$ cat src/hdl/ipl4x_pkg.sv
// Shared types, constants and helpers for the IPv4 L4 payload XOR and checksum block.
`timescale 1ns / 1ps

package ipl4x_pkg;

	// Protocol numbers of the transport layers that are handled
	localparam logic [7:0] PROTO_TCP = 8'd6;
	localparam logic [7:0] PROTO_UDP = 8'd17;

	// Byte offset of the check field inside the L4 header
	localparam logic [6:0] CHK_OFF_TCP = 7'd16;
	localparam logic [6:0] CHK_OFF_UDP = 7'd6;

	// Fixed header sizes
	localparam logic [3:0] IHL_MIN       = 4'd5;
	localparam logic [5:0] TCP_HDR_MIN   = 6'd20;
	localparam logic [5:0] UDP_HDR_BYTES = 6'd8;

	// IPv4 header byte positions
	localparam logic [15:0] POS_VER_IHL = 16'd0;
	localparam logic [15:0] POS_LEN_HI  = 16'd2;
	localparam logic [15:0] POS_LEN_LO  = 16'd3;
	localparam logic [15:0] POS_PROTO   = 16'd9;
	localparam logic [15:0] POS_SRC     = 16'd12;
	localparam logic [15:0] POS_DST_END = 16'd19;
	localparam logic [15:0] POS_TCP_DOFF_REL = 16'd12;

	// Byte position saturates at the largest packet size
	localparam logic [15:0] POS_MAX = 16'hFFFF;

	// Configuration register indexes
	localparam int unsigned CFG_IDX_W = 2;
	localparam logic [CFG_IDX_W-1:0] CFG_XOR_KEY     = 2'd0;
	localparam logic [CFG_IDX_W-1:0] CFG_CSUM_ENABLE = 2'd1;

	// Per-byte result of the parse stage
	typedef struct packed {
		logic [7:0]  out_byte;
		logic        last;
		logic        transport;
		logic        csum_go;
		logic        tcp;
		logic [15:0] sum;
		logic [7:0]  proto;
		logic [15:0] len_diff;
		logic [6:0]  offset;
	} ipl4x_item_t;

	// Ones-complement add of two folded 16-bit values with end-around carry
	function automatic logic [15:0] ones_add(input logic [15:0] a, input logic [15:0] b);
		logic [16:0] s;
		s = {1'b0, a} + {1'b0, b};
		return s[15:0] + {15'd0, s[16]};
	endfunction

endpackage

$ cat src/hdl/ipv4_l4_payload_xor_checksum.sv
// Top level: IPv4 TCP/UDP payload XOR with L4 checksum recompute on a byte stream.
// Each accepted input byte is registered in the parse stage, then in the output register.
// Throughput: one byte per cycle while m_axis_tready keeps the output draining; the parse
// stage and the checksum finish stage each hold one byte, and both advance whenever the output register drains.
// Reset: arst_n clears the packet state, the stage valids, xor_key to 0 and
// csum_enable to 1; the block takes bytes right after reset.
`timescale 1ns / 1ps

module ipv4_l4_payload_xor_checksum import ipl4x_pkg::*; (
	input  logic                 clk,
	input  logic                 arst_n,
	// Input byte stream
	input  logic                 s_axis_tvalid,
	output logic                 s_axis_tready,
	input  logic [7:0]           s_axis_tdata,  // [7:0] in_byte
	input  logic                 s_axis_tlast,
	// Output byte stream
	output logic                 m_axis_tvalid,
	input  logic                 m_axis_tready,
	output logic [31:0]          m_axis_tdata,  // [7:0] out_byte, [23:8] csum_value,
	                                            // [30:24] csum_offset, [31] zero
	output logic                 m_axis_tlast,
	output logic [1:0]           m_axis_tuser,  // [0] is_transport, [1] csum_valid
	// Configuration writes
	input  logic                 cfg_valid,
	output logic                 cfg_ready,
	input  logic [CFG_IDX_W-1:0] cfg_index,
	input  logic [7:0]           cfg_data
);

	logic        xor_key_q;
	logic [7:0]  key_q;
	logic        csum_en_q;
	logic        in_acc;
	logic        s1_valid_q;
	logic        out_valid_q;
	logic        s2_load;
	logic        s1_adv;
	ipl4x_item_t item;
	ipl4x_item_t item_s1;

	logic [7:0]  byte_s2;
	logic        last_s2;
	logic        transport_s2;
	logic        go_s2;
	logic [15:0] value_s2;
	logic [6:0]  offset_s2;

	logic [15:0] fin_a;
	logic [15:0] fin_b;
	logic [15:0] fin_c;
	logic [15:0] fin_val;

	assign xor_key_q = 1'b0;

	// Configuration registers, always ready
	assign cfg_ready = 1'b1;

	always_ff @(posedge clk or negedge arst_n) begin
		if (!arst_n) begin
			key_q     <= 8'd0;
			csum_en_q <= 1'b1;
		end else if (cfg_valid) begin
			case (cfg_index)
				CFG_XOR_KEY:     key_q     <= cfg_data;
				CFG_CSUM_ENABLE: csum_en_q <= cfg_data[0];
				default: ;
			endcase
		end
	end

	// Pipeline handshake
	assign s2_load       = !out_valid_q || m_axis_tready;
	assign s1_adv        = s1_valid_q && s2_load;
	assign s_axis_tready = !s1_valid_q || s2_load;
	assign in_acc        = s_axis_tvalid && s_axis_tready;

	ipl4x_parser u_parser (
		.clk         (clk),
		.arst_n      (arst_n),
		.accept      (in_acc),
		.in_byte     (s_axis_tdata),
		.in_last     (s_axis_tlast),
		.xor_key     (key_q ^ {8{xor_key_q}}),
		.csum_enable (csum_en_q),
		.item        (item)
	);

	always_ff @(posedge clk or negedge arst_n) begin
		if (!arst_n) begin
			s1_valid_q  <= 1'b0;
			out_valid_q <= 1'b0;
		end else begin
			if (in_acc) begin
				s1_valid_q <= 1'b1;
			end else if (s1_adv) begin
				s1_valid_q <= 1'b0;
			end
			if (s2_load) begin
				out_valid_q <= s1_valid_q;
			end
		end
	end

	// Capture the parsed byte
	always_ff @(posedge clk) begin
		if (in_acc) begin
			item_s1 <= item;
		end
	end

	// Finish the checksum: add protocol and L4 length, invert, map UDP zero
	assign fin_a   = ones_add(item_s1.sum, {8'h00, item_s1.proto});
	assign fin_b   = ones_add(fin_a, item_s1.len_diff);
	assign fin_c   = ~fin_b;
	assign fin_val = (!item_s1.tcp && fin_c == 16'h0000) ? 16'hFFFF : fin_c;

	// Output register
	always_ff @(posedge clk) begin
		if (s1_adv) begin
			byte_s2      <= item_s1.out_byte;
			last_s2      <= item_s1.last;
			transport_s2 <= item_s1.transport;
			go_s2        <= item_s1.csum_go;
			value_s2     <= item_s1.csum_go ? fin_val : 16'h0000;
			offset_s2    <= item_s1.csum_go ? item_s1.offset : 7'd0;
		end
	end

	assign m_axis_tvalid = out_valid_q;
	assign m_axis_tdata  = {1'b0, offset_s2, value_s2, byte_s2};
	assign m_axis_tlast  = last_s2;
	assign m_axis_tuser  = {go_s2, transport_s2};

endmodule

$ cat src/hdl/ipl4x_parser.sv
// Per-packet header tracking, payload XOR and running ones-complement sum.
`timescale 1ns / 1ps

module ipl4x_parser import ipl4x_pkg::*; (
	input  logic        clk,
	input  logic        arst_n,
	input  logic        accept,
	input  logic [7:0]  in_byte,
	input  logic        in_last,
	input  logic [7:0]  xor_key,
	input  logic        csum_enable,
	output ipl4x_item_t item
);

	logic [15:0] pos_q;
	logic [3:0]  hw_q;
	logic [7:0]  proto_q;
	logic [15:0] tl_q;
	logic [5:0]  thb_q;
	logic [15:0] sum_q;

	logic [3:0]  hw_cur;
	logic [7:0]  proto_cur;
	logic [15:0] tl_cur;
	logic [5:0]  thb_cur;
	logic [5:0]  hdr;
	logic [15:0] hdr16;
	logic        is_tcp;
	logic        is_transport;
	logic [6:0]  chk;
	logic [15:0] chk16;
	logic        in_seg;
	logic [15:0] rel;
	logic [5:0]  doff;
	logic [5:0]  doff_clamp;
	logic [5:0]  start;
	logic [7:0]  ob;
	logic        hdr_sum;
	logic        seg_sum;
	logic [15:0] add_val;
	logic [15:0] sum_nx;
	logic [6:0]  off;
	logic [15:0] off1;
	logic        off_ok;

	// Header fields as seen with the current byte applied
	always_comb begin
		hw_cur = hw_q;
		if (pos_q == POS_VER_IHL) begin
			hw_cur = (in_byte[3:0] < IHL_MIN) ? IHL_MIN : in_byte[3:0];
		end
		tl_cur = tl_q;
		if (pos_q == POS_LEN_HI) begin
			tl_cur = {in_byte, tl_q[7:0]};
		end else if (pos_q == POS_LEN_LO) begin
			tl_cur = {tl_q[15:8], in_byte};
		end
		proto_cur = (pos_q == POS_PROTO) ? in_byte : proto_q;
	end

	assign hdr          = {hw_cur, 2'b00};
	assign hdr16        = {10'd0, hdr};
	assign is_tcp       = (proto_cur == PROTO_TCP);
	assign is_transport = is_tcp || (proto_cur == PROTO_UDP);
	assign chk          = is_tcp ? CHK_OFF_TCP : CHK_OFF_UDP;
	assign chk16        = {9'd0, chk};

	// Byte lies within the L4 segment
	assign in_seg = is_transport && (pos_q >= hdr16) && (pos_q < tl_cur) && (pos_q != POS_MAX);
	assign rel    = pos_q - hdr16;

	// TCP data offset, clamped to the minimum header size
	assign doff       = {in_byte[7:4], 2'b00};
	assign doff_clamp = (doff < TCP_HDR_MIN) ? TCP_HDR_MIN : doff;

	always_comb begin
		thb_cur = thb_q;
		if (pos_q == POS_VER_IHL) begin
			thb_cur = TCP_HDR_MIN;
		end else if (in_seg && is_tcp && rel == POS_TCP_DOFF_REL) begin
			thb_cur = doff_clamp;
		end
	end

	assign start = is_tcp ? thb_cur : UDP_HDR_BYTES;
	assign ob    = (in_seg && rel >= {10'd0, start}) ? (in_byte ^ xor_key) : in_byte;

	// Sum the addresses of the pseudo header and the segment, skipping the check field
	assign hdr_sum = (pos_q >= POS_SRC) && (pos_q <= POS_DST_END);
	assign seg_sum = in_seg && (rel != chk16) && (rel != chk16 + 16'd1);
	assign add_val = pos_q[0] ? {8'h00, ob} : {ob, 8'h00};
	assign sum_nx  = (hdr_sum || seg_sum) ? ones_add(sum_q, add_val) : sum_q;

	// Check field must lie below total length and have arrived
	assign off    = {1'b0, hdr} + chk;
	assign off1   = {9'd0, off} + 16'd1;
	assign off_ok = (off1 < tl_cur) && (pos_q >= off1);

	always_comb begin
		item.out_byte  = ob;
		item.last      = in_last;
		item.transport = in_last && is_transport;
		item.csum_go   = in_last && is_transport && csum_enable && off_ok;
		item.tcp       = is_tcp;
		item.sum       = sum_nx;
		item.proto     = proto_cur;
		item.len_diff  = tl_cur - hdr16;
		item.offset    = off;
	end

	// Advance packet state on each transfer, clear it after the last byte
	always_ff @(posedge clk or negedge arst_n) begin
		if (!arst_n) begin
			pos_q   <= '0;
			hw_q    <= '0;
			proto_q <= '0;
			tl_q    <= '0;
			thb_q   <= '0;
			sum_q   <= '0;
		end else if (accept) begin
			if (in_last) begin
				pos_q   <= '0;
				hw_q    <= '0;
				proto_q <= '0;
				tl_q    <= '0;
				thb_q   <= '0;
				sum_q   <= '0;
			end else begin
				if (pos_q != POS_MAX) begin
					pos_q <= pos_q + 16'd1;
				end
				hw_q    <= hw_cur;
				proto_q <= proto_cur;
				tl_q    <= tl_cur;
				thb_q   <= thb_cur;
				sum_q   <= sum_nx;
			end
		end
	end

endmodule

$ cat config.mk
export PLATFORM = sky130hd
export DESIGN_NAME = ipv4_l4_payload_xor_checksum
export DESIGN_NICKNAME = d
export VERILOG_FILES = /design/src/hdl/ipl4x_pkg.sv /design/src/hdl/ipv4_l4_payload_xor_checksum.sv /design/src/hdl/ipl4x_parser.sv
export SDC_FILE = /design/constraint.sdc
export NUM_CORES = 1
export LEC_CHECK = 0
export BUFFER_PORTS_ARGS = -buffer_cell sky130_fd_sc_hd__buf_2
export CORE_ASPECT_RATIO = 2
export CORE_UTILIZATION = 50
export DETAILED_ROUTE_END_ITERATION = 8
export PLACE_DENSITY_LB_ADDON = 0.2
export SLEW_MARGIN = 25
export SYNTH_ARGS = -nofsm -noshare
export SYNTH_HDL_FRONTEND = slang
export SYNTH_SLANG_ARGS = --single-unit
$ cat constraint.sdc
create_clock -name clk -period 23.4 [get_ports clk]
set_input_delay 4.68 -clock clk [delete_from_list [all_inputs] [get_ports clk]]
set_output_delay 4.68 -clock clk [all_outputs]
set_load 0.05 [all_outputs]
Yosys cells after proc, flatten, opt, wreduce, memory -nomap -nowiden
Cells that the tools add are included.
Widths: inputs -> output; s select.
{"block": "totals", "regBits": 170, "input_bits": 24, "wordCells": 112}
{"block": "classes", "addsub": 12, "n_lt_le_gt_ge": 9, "eq_ne": 10, "mux": 23, "bitwise_logic": 2, "reduce_logical": 31}
{"cell": "$mux 16", "count": 8}
{"cell": "$add 16x1->16", "count": 3}
{"cell": "$add 16x16->17", "count": 2}
{"cell": "$eq 16x2->1 const B", "count": 2}
{"cell": "$eq 16x4->1 const B", "count": 2}
{"cell": "$ge 16x6->1", "count": 2}
{"cell": "$logic_not 16->1", "count": 2}
{"cell": "$lt 16x16->1", "count": 2}
{"cell": "$mux 8", "count": 4}
{"cell": "$sub 16x6->16", "count": 2}
{"cell": "$mux 6", "count": 5}
{"cell": "$add 16x8->17", "count": 1}
{"cell": "$add 16x1->16 const B", "count": 1}
{"cell": "$add 7x1->8 const B", "count": 2}
{"cell": "$ge 16x16->1", "count": 1}
{"cell": "$ge 16x4->1 const B", "count": 1}
{"cell": "$le 16x5->1 const B", "count": 1}
{"cell": "$logic_and 1x1->1", "count": 16}
{"cell": "$ne 16x16->1", "count": 1}
{"cell": "$ne 16x16->1 const B", "count": 1}
{"cell": "$ne 16x7->1", "count": 1}
{"cell": "$not 16->16", "count": 1}
{"cell": "$mux 4", "count": 3}
{"cell": "$eq 8x3->1 const B", "count": 1}
{"cell": "other kinds (13)", "count": 22}

Longest topological paths before layout
{"block": "logic_depth", "ltp_word": 20, "ltp_mapped": 49, "depth_no_buf": 46}

Cells and area by module
From an unflattened synthesis, not the netlist that was laid out.
{"block": "unflattened", "cells_unflattened": 1237, "hier_area_um2": 12205.5}
{"mod": "ipl4x_parser", "n_inst": 1, "cells_per_inst": 790, "area_each_um2": 6688.9, "seq_area_each_um2": 1651.6}
{"mod": "ipv4_l4_payload_xor_checksum", "n_inst": 1, "cells_per_inst": 447, "area_each_um2": 5516.5, "seq_area_each_um2": 3069.2}

Worst setup path after synthesis
Ideal clock, no wire load.
{"block": "synth_path", "kind": "input to register", "start": "input s_axis_tdata[1]", "end": "register item_s1[43] (netlist bit), data pin", "setup_time_ns": 0.261, "t_arrival_ns": 12.312, "slack_ns": 10.828, "stages": 43, "path_buffers": 2, "cell_sequence": "clkbuf_1 o21ai_0 mux2i_1 xnor2_1 ha_1 a21oi_1 nand2_1 o211ai_1 mux2_2 o21ai_0 o2111ai_2 nor4b_4 buf_6 nor3_1 and2_1 ha_1 nand2b_1 a21o_1 [... 7 more ...] nor2_1 ha_1 fa_1 a21oi_1 o21bai_1 a21oi_1 o211ai_1 a31o_2 a21oi_1 o21bai_1 a21o_1 ha_1 ha_1 nand2_1 nor3_1 nand3_1 xor2_1 a21oi_1"}
{"element": "start, declared", "line_no": "ipv4_l4_payload_xor_checksum.sv:15", "text": "input logic [7:0] s_axis_tdata,"}
{"element": "end signal, assigned", "line_no": "ipv4_l4_payload_xor_checksum.sv:108", "text": "item_s1 <= item;"}
{"element": "end, declared", "line_no": "ipv4_l4_payload_xor_checksum.sv:40", "text": "ipl4x_item_t item_s1;"}

==> metrics.log <==
[metrics] result of the run: complete, no violations
[metrics] net total in the final layout: approximately 1300
[metrics] Highest Signal Layer: met4
[metrics] Final Skew: 0.00946 ns
[metrics] leading cell types by total area after synthesis: edfxtp_1 24%, dfrtp_1 16%, ha_1 9.4%, xnor2_1 4.6%, xor2_1 4.3%
[metrics] Num CTS Buffers: 17
[metrics] number of distinct library cells after synthesis: just under 90
[metrics] cell type with the highest aggregate area in the netlist: edfxtp_1
[metrics] post-synthesis instance area: around 12000 sq um
[metrics] arrival time at the worst endpoint: 13.81 ns
[metrics] Antenna diodes: 0
[metrics] Max Fanout on Critical Path: 14
[metrics] CP max-delay cell: nor4b_4
[metrics] leakage dissipation: around 5.4 nW
[metrics] setup repair after global routing missed its margin: no
[metrics] area of the die: about 24000 sq um
[metrics] FFs w/ async S/R, synth: 0.458
[metrics] half-perimeter wire length of the detailed placement result: 23.9 mm
[metrics] relative contribution of the clock network to total power: 0.229
[metrics] kind of path behind the tightest hold check: reg -> reg
[metrics] worst relative slew slack: 0.405
[metrics] top-area cell type share of the netlist area: 0.237
[metrics] DR vias: around 9000
[metrics] area growth from synthesis to layout: 8.86%
[metrics] GPL Wtd Cong: 0.974
[metrics] I/O pin cnt: just over 60
[metrics] type of element launching the critical path: input pin
[metrics] clock insertion delay at the later pin of the skew report: ~0.45 ns
[metrics] Max Freq: between 70 and 80 MHz
[metrics] Critical Path Max Stage Delay: approximately 0.7 ns
[metrics] sequential fraction of design power: 0.337
[metrics] proportion of total power due to net switching: 0.398
[metrics] level count of the clock H-tree: 4
[metrics] warning count from the yosys run: 0
[metrics] Clock Sink Count: 168
[metrics] overflow left after global routing: 0
[metrics] minimum clock period after layout: ~14 ns
[metrics] Final Cycle Share: 0.582
[metrics] max-slew violation count: 0
[metrics] total net switching power: about 0.45 mW
[metrics] horizontal die dimension: 109 um
[metrics] final hold vios: 0
[metrics] fraction of layout instances using a drive strength above 1: 0.121
[metrics] standard-cell rows: slightly below 80
[metrics] clock-pin slew on the worst setup and hold paths: 0.06 ns
[metrics] CP dominant cell by count: a21o_1
[metrics] total power divided by cell area: 90.6 nW/um^2
[metrics] CP delay by family, top: compound AO/OA/AOI/OAI gates
[metrics] maximum number of pins on one net before global-route repair: roughly 70
[metrics] Routed Wire Length: roughly 31 mm
[metrics] critical path capture point type: flip-flop
[metrics] detailed-router iteration count before antenna repair: 5
[metrics] number of enable-type register cells in the synthesized netlist: 91
[metrics] Detail Route met2 WL: 16.8 mm
[metrics] Buf+Inv Stages, Crit Path: 1
[metrics] part of the total power dissipated in combinational logic: 0.434
[metrics] Residual DRC: 0
[metrics] count of endpoints failing setup in the final report: 0
[metrics] number of max-cap violations: 0
[metrics] cell internal pwr: between 0.6 and 0.7 mW
[metrics] # hold bufs at CTS: 0
[metrics] transition time of the tightest slew-check pin: 0.884 ns
[metrics] Post-Synthesis Mean Instance Area: about 9.9 sq um
[metrics] CTS tree: yes
[metrics] Std-Cell Core Area: around 23000 sq um
[metrics] commonest non-fill, non-tap cells in the layout: 91 x edfxtp_1, 87 x ha_1, 83 x nand2_1
[metrics] Clock Tree Root: clkbuf_16
[metrics] vias in the first global route: 9229
[metrics] number of synthesized register bits: approximately 170
[metrics] WHS: ~0.42 ns
[metrics] met3 wire length: ~1.1 mm
[metrics] most common library cell in the layout ignoring fill and taps: edfxtp_1
[metrics] WS Path Type: in -> reg
[metrics] buffer count from post-CTS setup fixing: 0
[metrics] Max Root-Sink Buffers: 2
[metrics] die extent in y: 217 um
[metrics] number of violations reported at the end of detailed-routing iteration 0: around 470
[metrics] synthesized netlist cell count: about 1200
[metrics] primary flip-flop cell chosen by synthesis mapping: edfxtp_1
[metrics] post-route setup TNS: 0 ns
[metrics] total routing resource utilization after global routing: 0.280
[metrics] post-detailed-route count of antenna-violating nets: 0
[metrics] wire length of the first global-routing pass: around 49 mm
[metrics] Port Buffer Count: a little under 60
[metrics] vias per cell: roughly 6.0
[metrics] register area share after synthesis: 0.404
[metrics] largest voltage drop on the vdd net: 0.0000557 V
[metrics] Critical Path RT: ~24 ns
[metrics] Routed WL per cell: between 20 and 25 um
[metrics] wire length the detailed router placed on met1: about 11 mm
[metrics] antenna violations before repair: 0
[metrics] starting density of the core: 0.510
[metrics] number of resized instances in the post-cts repair step: 0
-- logic make-up (layout without fill, tap and decap cells) --
| logic type | after synthesis | in the layout | share of synthesized area |
|---|---|---|---|
| AND/OR/NAND/NOR | 379 | 379 | 0.174 |
| other | 2 | 3 | 0.000650 |
| flip-flops | 168 | 168 | 0.404 |
| adder cells (fa/ha/maj) | 96 | 96 | 0.105 |
| AO/OA/AOI/OAI | 250 | 250 | 0.146 |
| multiplexers | 47 | 47 | 0.0437 |
| buffers and inverters | 100 | 151 | 0.0360 |
| XOR/XNOR | 119 | 119 | 0.0915 |
-- routing by layer --
layer | vias up | track usage
li1 | 4320 | -
met1 | 4344 | 0.276
met2 | 256 | 0.511
met3 | 112 | 0.0440
met4 | 0 | 0.206
met5 | - | 0
-- area by class of cell --
cell class / instances / area, sq um
Inverter: 51 / 191
Clock inverter: 14 / 96.3
Fill cell: 2018 / 10100
Timing Repair Buffer: 68 / 368
Sequential cell: 168 / 4660
Clock buffer: 18 / 429
Multi-Input combinational cell: 894 / 6480
Tap cell: 280 / 350
-- synthesized netlist by cell type, types with 6 or more instances --
cell       instances
edfxtp_1          91
ha_1              87
nand2_1           83
nor2_1            82
dfrtp_1           76
xnor2_1           61
a21oi_1           60
o21ai_0           59
xor2_1            57
inv_1             49
nand3_1           47
clkbuf_1          34
mux2_2            26
a21o_1            23
nor3_1            23
mux2i_1           20
nand4_1           17
and2_1            16
and3_1            14
nand2b_1          13
o2bb2ai_1         13
or3_1             13
o21a_1            12
a22o_1            10
nor2b_1           10
nor4_1            10
and4_1             9
o21bai_1           9
nor3b_1            6
or2_2              6
-- power groups by stage --
stage,Clock (mW),Sequential [mW],Combinational (mW)
final,0.260,0.384,0.495
after global routing,0.275,0.388,0.547
after CTS,0.266,0.384,0.493
after detailed placement,0,0.390,0.491
after global placement,0,0.389,0.483
after floorplan,0,0.410,0.349
-- through the flow --
stage	std cells	setup slack, ns	util	power, mW	area (sq um)
after floorplan	1162	10.83	-	0.759	11600
after global placement	1461	9.56	0.532	0.871	12000
after detailed placement	1461	9.36	0.532	0.880	12000
after CTS	1493	9.86	0.555	1.14	12600
after global routing	1493	9.05	0.555	1.21	12600
final	1493	9.78	0.555	1.14	12600
-- state kept, by name (all words and copies together), names as in the netlist --
register	count
m_axis_tvalid	1
key_q	8
offset_s2	6
value_s2	16
csum_en_q	1
go_s2	1
u_parser.pos_q	16
u_parser.thb_q	6
item_s1	58
u_parser.sum_q	16
u_parser.proto_q	8
u_parser.tl_q	16
m_axis_tlast	1
u_parser.hw_q	4
s1_valid_q	1
transport_s2	1
byte_s2	8
-- final timing paths --
path                                                start                             to  slack [ns]  depth (start not counted)
hold / removal                      item_s1[50]$_DFFE_PP_         m_axis_tlast$_DFFE_PP_        0.42                          0
setup / recovery                          s_axis_tdata[1]          item_s1[45]$_DFFE_PP_        9.78                         40
hold reg to reg                     item_s1[50]$_DFFE_PP_         m_axis_tlast$_DFFE_PP_        0.42                          0
min in group asynchronous                          arst_n  u_parser.pos_q[0]$_DFFE_PN0P_        4.14                          1
max in group asynchronous                          arst_n  u_parser.sum_q[7]$_DFFE_PN0P_       18.21                          2
setup reg to reg           u_parser.pos_q[12]$_DFFE_PN0P_          item_s1[45]$_DFFE_PP_       11.54                         41
Note: power is estimated with default switching activity, not from simulation.
